**src/hw/rtl/hks_pkg.sv**
```systemverilog
// ----------------------------------------------------------------------------
// hks_pkg: shared types and constants of the hashed key set
// Field widths, table geometry, operation codes and the beat types that
// travel between the front end, the back end and the ports.
// ----------------------------------------------------------------------------
package hks_pkg;

  // Port field widths.
  localparam int KEY_W = 64;
  localparam int OP_W  = 2;

  // Table geometry.
  localparam int KEY_BYTES = 8;
  localparam int KEY_BITS  = 8 * KEY_BYTES;
  localparam int BUCKETS   = 256;
  localparam int BKT_W     = $clog2(BUCKETS);
  localparam int WAYS      = 4;
  localparam int WAY_W     = (WAYS > 1) ? $clog2(WAYS) : 1;

  // Depth of the request queue and of the result queue (a power of two).
  localparam int Q_DEPTH = 2;
  localparam int Q_PTR_W = $clog2(Q_DEPTH);
  localparam int Q_CNT_W = Q_PTR_W + 1;

  // Operation codes.
  localparam logic [OP_W-1:0] OP_ADD    = 2'd0;
  localparam logic [OP_W-1:0] OP_REMOVE = 2'd1;
  localparam logic [OP_W-1:0] OP_CHECK  = 2'd2;

  // Input beat as it appears on the ports.
  typedef struct packed {
    logic [OP_W-1:0]  operation;
    logic [KEY_W-1:0] key;
  } in_item_t;

  // Result beat as it appears on the ports.
  typedef struct packed {
    logic found;
    logic overflow;
  } out_item_t;

  // Classified request: normalized operation, masked key and its bucket.
  typedef struct packed {
    logic [OP_W-1:0]     op;
    logic [KEY_BITS-1:0] key;
    logic [BKT_W-1:0]    bucket;
  } req_t;

  // Request channel from the front end to the back end.
  typedef struct packed {
    logic valid;
    req_t req;
  } req_beat_t;

  // One table row: all ways of one bucket.
  typedef struct packed {
    logic [WAYS-1:0]                valid;
    logic [WAYS-1:0][KEY_BITS-1:0]  keys;
  } row_t;

  localparam int ROW_W = $bits(row_t);

endpackage

```
**src/hw/rtl/hks_front.sv**
```systemverilog
// ----------------------------------------------------------------------------
// hks_front: request intake and classification
// Masks the key, hashes it to a bucket, normalizes the operation and holds
// classified requests in a short queue for the back end.
// ----------------------------------------------------------------------------
module hks_front import hks_pkg::*; (
  input  logic      clk,
  input  logic      rst_n,
  input  logic      in_push,
  output logic      in_full,
  input  in_item_t  in_item,
  input  logic      clearing,
  output req_beat_t req_beat,
  input  logic      req_pop
);

  logic [KEY_BITS-1:0] key_m;
  logic [BKT_W-1:0]    bucket;
  logic [OP_W-1:0]     op_n;
  req_t                req_new;
  logic                q_push;
  logic                q_pop;

  req_t                q_r [Q_DEPTH];
  logic [Q_PTR_W-1:0]  wptr_r, wptr_nxt;
  logic [Q_PTR_W-1:0]  rptr_r, rptr_nxt;
  logic [Q_CNT_W-1:0]  cnt_r, cnt_nxt;

  // Bucket is the byte sum of the masked key, kept to its low bits.
  always_comb begin
    key_m  = in_item.key[KEY_BITS-1:0];
    bucket = '0;
    for (int i = 0; i < KEY_BYTES; i++) begin
      bucket = bucket + BKT_W'(key_m[8*i +: 8]);
    end
  end

  // Unused operation codes behave as a check.
  always_comb begin
    case (in_item.operation)
      OP_ADD:    op_n = OP_ADD;
      OP_REMOVE: op_n = OP_REMOVE;
      default:   op_n = OP_CHECK;
    endcase
  end

  assign req_new = '{op: op_n, key: key_m, bucket: bucket};

  // Intake is closed while the table is being cleared.
  assign in_full = (cnt_r == Q_CNT_W'(Q_DEPTH)) || clearing;
  assign q_push  = in_push && !in_full;
  assign q_pop   = req_pop && (cnt_r != '0);

  // Queue pointers and fill count.
  always_comb begin
    wptr_nxt = q_push ? wptr_r + 1'b1 : wptr_r;
    rptr_nxt = q_pop ? rptr_r + 1'b1 : rptr_r;
    cnt_nxt  = cnt_r;
    if (q_push && !q_pop) begin
      cnt_nxt = cnt_r + 1'b1;
    end else if (!q_push && q_pop) begin
      cnt_nxt = cnt_r - 1'b1;
    end
  end

  always_ff @(posedge clk) begin
    if (!rst_n) begin
      wptr_r <= '0;
      rptr_r <= '0;
      cnt_r  <= '0;
    end else begin
      wptr_r <= wptr_nxt;
      rptr_r <= rptr_nxt;
      cnt_r  <= cnt_nxt;
    end
  end

  // Queue storage.
  always_ff @(posedge clk) begin
    if (q_push) begin
      q_r[wptr_r] <= req_new;
    end
  end

  assign req_beat = '{valid: (cnt_r != '0), req: q_r[rptr_r]};

endmodule

```
**config.mk**
```make
export PLATFORM = sky130hd
export DESIGN_NAME = hks_front
export DESIGN_NICKNAME = d
export VERILOG_FILES = /design/src/hw/rtl/hks_pkg.sv /design/src/hw/rtl/hks_front.sv
export SDC_FILE = /design/constraint.sdc
export NUM_CORES = 1
export LEC_CHECK = 0
export CAP_MARGIN = 25
export CORE_MARGIN = 2
export CORE_UTILIZATION = 55
export CTS_CLUSTER_DIAMETER = 40
export DETAILED_ROUTE_END_ITERATION = 7
export DONT_BUFFER_PORTS = 1
export PLACE_DENSITY = 0.73
export SLEW_MARGIN = 10
export SYNTH_ARGS = -nofsm -noshare
export SYNTH_HDL_FRONTEND = slang
export SYNTH_SLANG_ARGS = --single-unit
```
**constraint.sdc**
```tcl
create_clock -name clk -period 4.8 [get_ports clk]
set_clock_uncertainty 0.15 [all_clocks]
set_input_delay 0.96 -clock clk [delete_from_list [all_inputs] [get_ports clk]]
set_output_delay 0.96 -clock clk [all_outputs]
set_load 0.01 [all_outputs]
```
==> results.md, run 1 <==
* Ys Warns at 0
* Deepest clock path buffer count at 2
* Cell row count at 40
* Die Footprint at 13,440 µm²
* Biggest area consumer among synthesized cells: edfxtp_1
* PortBufs at 0
* Clock transition at path regs at around 0.06 ns
* Root buffer cell: clkbuf_16
* Area contributors post-synth: edfxtp_1 64%, mux2_2 12%, fa_1 11%
* Via count at 3,061
* Final period utilization at 0.8983
* Outcome: finished, final reports clean
* Hold-fix buffers, CTS at 0
* FILL cells at 917
* Routed wire length at 10,770 µm
* Post-Layout Cell Count at 594
* Tmin final at 4.312 ns
* Initial antenna violation count at 0
* Placed cells at 560
* Syn Area/Cell at 17.27 µm²
* Relative slew slack at 0.2941
* GRT Util Overall at 0.1701
* Max_cap viols at 0
* Detail Route Antenna Nets at 0
* Req. time, crit path at 4.81 ns
* PwrDens at around 570 nW/µm²
* Synth Register Bits at 153
* DP Wirelength at 7206 µm
* Slew Viols, Final at 0
* Nets at 532
* H-tree levels at 4
* Vias/cell at about 5.2
* First-pass GRT wire length at 16,420 µm
* Largest net degree at the start of global routing at 75
* Initial DRC Count at 172
* Worst setup EP type: flop
* Slew @ Worst Pin at ~1.1 ns
* Synth cell types at 22
* Mapped Area at 6892 µm²
* CTS resizes at 0
* Tot Pwr at 4.381 mW
* Final hold vios at 0
* Top cell type's share of synthesized area at 0.6449
* Iteration count of the initial detailed-routing pass at 4
* Fraction of layout cells with a size suffix above 1 at 0.2559
* Later-pin clock latency in the skew report at between 0.4 and 0.5 ns
* # setup viols final at 0
* Post-synthesis sequential area ratio at 0.6594
* Worst setup SP type: input port
* Vias in the first global route at approximately 3,300
* RSZ-0062 raised after global routing: false
* Starting Density at 0.5690
* Avg WL per Cell at about 18 µm
* Clock sink count at roughly 150
* Leak Pwr at 2.807 nW
* TritonCTS Buffers at 17
* Area delta synth->final at 11.66%
* Remaining Overflow, GRT at 0
* Placer Congestion at 0.7467
* Syn Nets at 518
* Worst-path maximum fanout at 3
* Worst path max stage delay at 0.59 ns
* Drt drc at 0
* ANT cells at 0
* Die height at 115.9 µm
* Post-CTS Setup Inserts at 0
* Cells after Synth at 399
* TNS Setup at 0 ns
* Setup Crit Path Kind: in -> reg
* Peak Freq at 0.2319 GHz
* Critical-path top delay cell: fa_1
* Worst EP arrival at 4.32 ns
* Hold Crit Class: reg -> reg
* Core footprint at 12,110 µm²
* # IOs at 147
* Die Wd at 115.9 µm
* Max VDD drop at about 0.28 mV
* CP Cell Sequence: inv_1, fa_1, inv_1, fa_1, fa_1, inv_1, fa_1, inv_1, ha_1, a21o_1, a21oi_1, o21bai_1, a21oi_1, xnor2_1
* TritonCTS clock tree: yes
[layer usage]
layer	up-vias	GRT usage	wire [µm]
li1	1403	-	-
met1	1538	0.1708	3835
met2	104	0.2975	5689
met3	16	0.08682	1024
met4	0	0.07222	221
met5	-	0	0
[worst max-delay path, delay by kind of cell]
family / cells / cell delay [ns]
buffers and inverters: 4 / 0.22
xor gates and xnor gates: 1 / 0.10
adders and majority gates: 5 / 2.44
AOI/OAI and AO/OA: 4 / 0.61
[layout by cell type, fill, tap and decap left out]
cell type / n
mux2_2: 74
dfxtp_4: 1
or2_2: 1
xor2_1: 3
inv_1: 74
and3_4: 1
nor2b_1: 1
fa_1: 39
xnor2_1: 18
a21o_1: 2
buf_12: 2
clkinv_1: 1
nand2_1: 2
clkinv_2: 1
clkbuf_16: 17
buf_4: 2
dfxtp_1: 4
bufinv_16: 2
a21boi_0: 1
o21bai_1: 1
edfxtp_1: 148
ha_1: 9
nor2_4: 1
o21ai_0: 1
clkbuf_1: 4
or3_1: 1
and2_1: 4
a21oi_1: 4
clkinvlp_4: 5
inv_6: 1
clkinv_4: 1
[registers in the layout (all words and copies together), names as in the netlist, named ones only]
name,count
q_r,148
rptr_r,1
cnt_r,2
wptr_r,1
[cells in the mapped netlist, drive strengths merged]
master / n
xnor2: 18
fa: 39
a21oi: 4
dfxtp: 5
clkbuf: 2
mux2: 74
o21bai: 1
inv: 74
o21ai: 1
or3: 1
and2: 4
buf: 7
and3: 1
a21o: 2
nor2b: 1
or2: 1
nand2: 2
a21boi: 1
ha: 9
xor2: 3
edfxtp: 148
nor2: 1
[through the flow]
step	util	worst slack, ns	instance area, µm²	hold WS [ns]
2_1_floorplan	-	0.1557	6894	0.3228
3_3_place_gp	0.5854	0.07259	7091	0.3392
3_5_place_dp	0.5854	0.02825	7091	0.3746
4_1_cts	0.6320	0.4790	7655	0.3833
5_1_grt	0.6353	0.2791	7695	0.4038
6_report	0.6353	0.4883	7695	0.3873
[area by class of cell]
type	instances	area (µm²)	area share
sequential	153	4548	0.5911
multi-input combinational	163	2039	0.2650
clock buffer	21	440.4	0.05724
inverter	74	277.8	0.03610
tap	168	210.2	0.02732
clock inverter	11	123.9	0.01610
timing repair buffer	4	55.05	0.007154
[power breakdown]
part	total [mW]	switching [mW]	internal [mW]
registers	1.82	0.0847	1.73
logic	1.30	0.694	0.607
clock network	1.26	0.498	0.763
total	4.38	1.28	3.10
[path summary, 6_finish.rpt]
| path | depth (start not counted) | from | end | slack (ns) |
|---|---|---|---|---|
| hold reg to reg | 2 | cnt_r[1] | cnt_r[1] | 0.39 |
| setup reg to reg | 5 | cnt_r[0] | q_r[0][67] | 2.46 |
| hold / removal | 2 | cnt_r[1] | cnt_r[1] | 0.39 |
| setup / recovery | 14 | in_item[3] | q_r[0][7] | 0.49 |
[cells by family (layout without fill, tap and decap cells)]
kind of cell / Yosys count / count (layout) / synth area share
simple gates: 11 / 11 / 0.008898
compound gates: 9 / 9 / 0.007988
flops: 153 / 153 / 0.6594
mux: 74 / 74 / 0.1209
buf+inv: 83 / 110 / 0.04648
fa+ha+maj: 48 / 48 / 0.1296
xor+xnor: 21 / 21 / 0.02669
Power figures use the tool's default switching activity.
==> run 2, diff against run 1 <==
--- a/config.mk
+++ b/config.mk
@@ -8,10 +8,10 @@
 export CAP_MARGIN = 25
 export CORE_MARGIN = 2
 export CORE_UTILIZATION = 55
-export CTS_CLUSTER_DIAMETER = 40
+export CTS_CLUSTER_DIAMETER = 100
 export DETAILED_ROUTE_END_ITERATION = 7
 export DONT_BUFFER_PORTS = 1
-export PLACE_DENSITY = 0.73
+export PLACE_DENSITY = 0.7
 export SLEW_MARGIN = 10
 export SYNTH_ARGS = -nofsm -noshare
 export SYNTH_HDL_FRONTEND = slang
==> constraint.sdc (replaced) <==
create_clock -name clk -period 5.6 [get_ports clk]
set_clock_uncertainty 0.15 [all_clocks]
set_input_delay 1.12 -clock clk [delete_from_list [all_inputs] [get_ports clk]]
set_output_delay 1.12 -clock clk [all_outputs]
set_load 0.01 [all_outputs]
==> results.md, run 2 (synthesis results as in run 1) <==
* Root buffer cell: clkbuf_16
* Critical-path top delay cell: fa_1
* Final hold slack at 0.3716 ns
* PwrDens at 485.8 nW/µm²
* Most flop-heavy register: q_r
* Final period utilization at 0.8133
* Tot Pwr at about 3.7 mW
* Max_cap viols at 0
* Avg WL per Cell at between 15 and 20 µm
* Worst EP arrival at 4.56 ns
* Tmin final at roughly 4.6 ns
* Max VDD drop at 0.2663 mV
* Iteration count of the initial detailed-routing pass at 4
* First-pass GRT wire length at 16,430 µm
* Die Wd at 115.9 µm
* FILL cells at 902
* Clock transition at path regs at around 0.06 ns
* Top flop regs: q_r: 148 flops, cnt_r: 2 flops
* H-tree levels at 4
* TritonCTS clock tree: yes
* Post-CTS Setup Inserts at 0
* Initial antenna violation count at 0
* Leak Pwr at 2.819 nW
* Fraction of layout cells with a size suffix above 1 at 0.2565
* Final Worst Setup Slack at 1.046 ns
* Hold Crit Class: reg -> reg
* DP Wirelength at approximately 7400 µm
* CP Cell Sequence: inv_1, fa_1, inv_1, fa_1, fa_1, inv_1, fa_1, inv_1, ha_1, a21o_1, a21oi_1, o21bai_1, a21oi_1, xnor2_1
* Vias/cell at a little over 5
* GRT Util Overall at 0.1698
* RSZ-0062 raised after global routing: false
* R2r startpoint: cnt_r[0]
* Post-Layout Cell Count at about 590
* Routed wire length at 10,880 µm
* Drt drc at 0
* Hold-fix buffers, CTS at 0
* Setup Crit Path Kind: in -> reg
* Via count at 3,071
* Deepest clock path buffer count at 2
* Slew @ Worst Pin at 0.9181 ns
* Outcome: finished, final reports clean
* R2R cell count at 5
* Die height at 115.9 µm
* PortBufs at 0
* Later-pin clock latency in the skew report at 0.42 ns
* Starting Density at 0.5690
* Max reg flops at about 150
* End of the critical path: q_r[1][7]
* TritonCTS Buffers at 17
* Relative slew slack at 0.3865
* Area delta synth->final at 11.93%
* ANT cells at 0
* Worst setup EP type: flop
* Worst path max stage delay at around 0.58 ns
* CP Buf/Inv Count at 4
* Nets at 531
* Cell row count at 40
* # IOs at 147
* Vias in the first global route at approximately 3,400
* Req. time, crit path at 5.60 ns
* Remaining Overflow, GRT at 0
* Worst setup SP type: input port
* Peak Freq at between 0.2 and 0.25 GHz
* Final core occ at 0.6369
* CTS resizes at 0
* Worst setup path start: in_item[3]
* FF/Latch Area at 4548 µm²
* DP Area at just over 7000 µm²
* Design Area, Final at 7714 µm²
* Setup WS pre-CTS at slightly below 0.6 ns
* Hold depth at 2
* Most frequent cells in the layout: 148 x edfxtp_1, 74 x inv_1, 74 x mux2_2, 39 x fa_1, 18 x xnor2_1
* Clock sink count at 153
* Die Footprint at 13,440 µm²
* Placer Congestion at 0.7153
* Worst-path maximum fanout at 3
* Crit. path cell count at 14
* # setup viols final at 0
* Commonest non-fill, non-tap cell in the layout: edfxtp_1
* TNS Setup at 0 ns
* Slew Viols, Final at 0
* Final hold vios at 0
* R2R Setup Slk at 3.15 ns
* Core footprint at 12,110 µm²
* Initial DRC Count at 192
* CP delay by family, top: adder cells
* Multi-input gate area at ~2000 µm²
* R2R Path End: q_r[0][71]
* Largest net degree at the start of global routing at 75
* Placed cells at 559
* Detail Route Antenna Nets at 0
run 2: worst min-delay path by stage:
stage,to,slack [ns],from
after floorplan,cnt_r[1],0.32,cnt_r[1]
after global placement,cnt_r[1],0.34,cnt_r[1]
after detailed placement,cnt_r[1],0.36,cnt_r[1]
after CTS,cnt_r[1],0.37,cnt_r[1]
after global routing,cnt_r[1],0.41,cnt_r[1]
final,cnt_r[1],0.37,cnt_r[1]
run 2: power by group:
part	total (mW)	switching (mW)	internal (mW)
Clock	1.07	0.417	0.650
Sequential	1.54	0.0578	1.49
Combinational	1.14	0.619	0.517
Total	3.75	1.09	2.65
run 2: metal layers:
layer	global-route usage	share of wire	vias up
met5	0	0	-
met4	0.06429	0.016	0
met3	0.08264	0.086	18
met2	0.3076	0.56	105
met1	0.1668	0.34	1542
li1	-	-	1406
run 2: area by class of cell:
class / count / share of cell area
clock buffer: 19 / 0.05612
clock inverter: 13 / 0.01687
inverter: 74 / 0.03601
multi-input combinational: 163 / 0.2644
sequential: 153 / 0.5896
tap: 168 / 0.02725
timing repair buffer: 3 / 0.009732
run 2: worst reg2reg max path: stages (launching register included):
cell	delay [ns]
dfxtp_1	0.39
inv_1	0.05
a21oi_1	0.24
nand2_1	0.19
nor2_4	0.73
buf_12	0.36
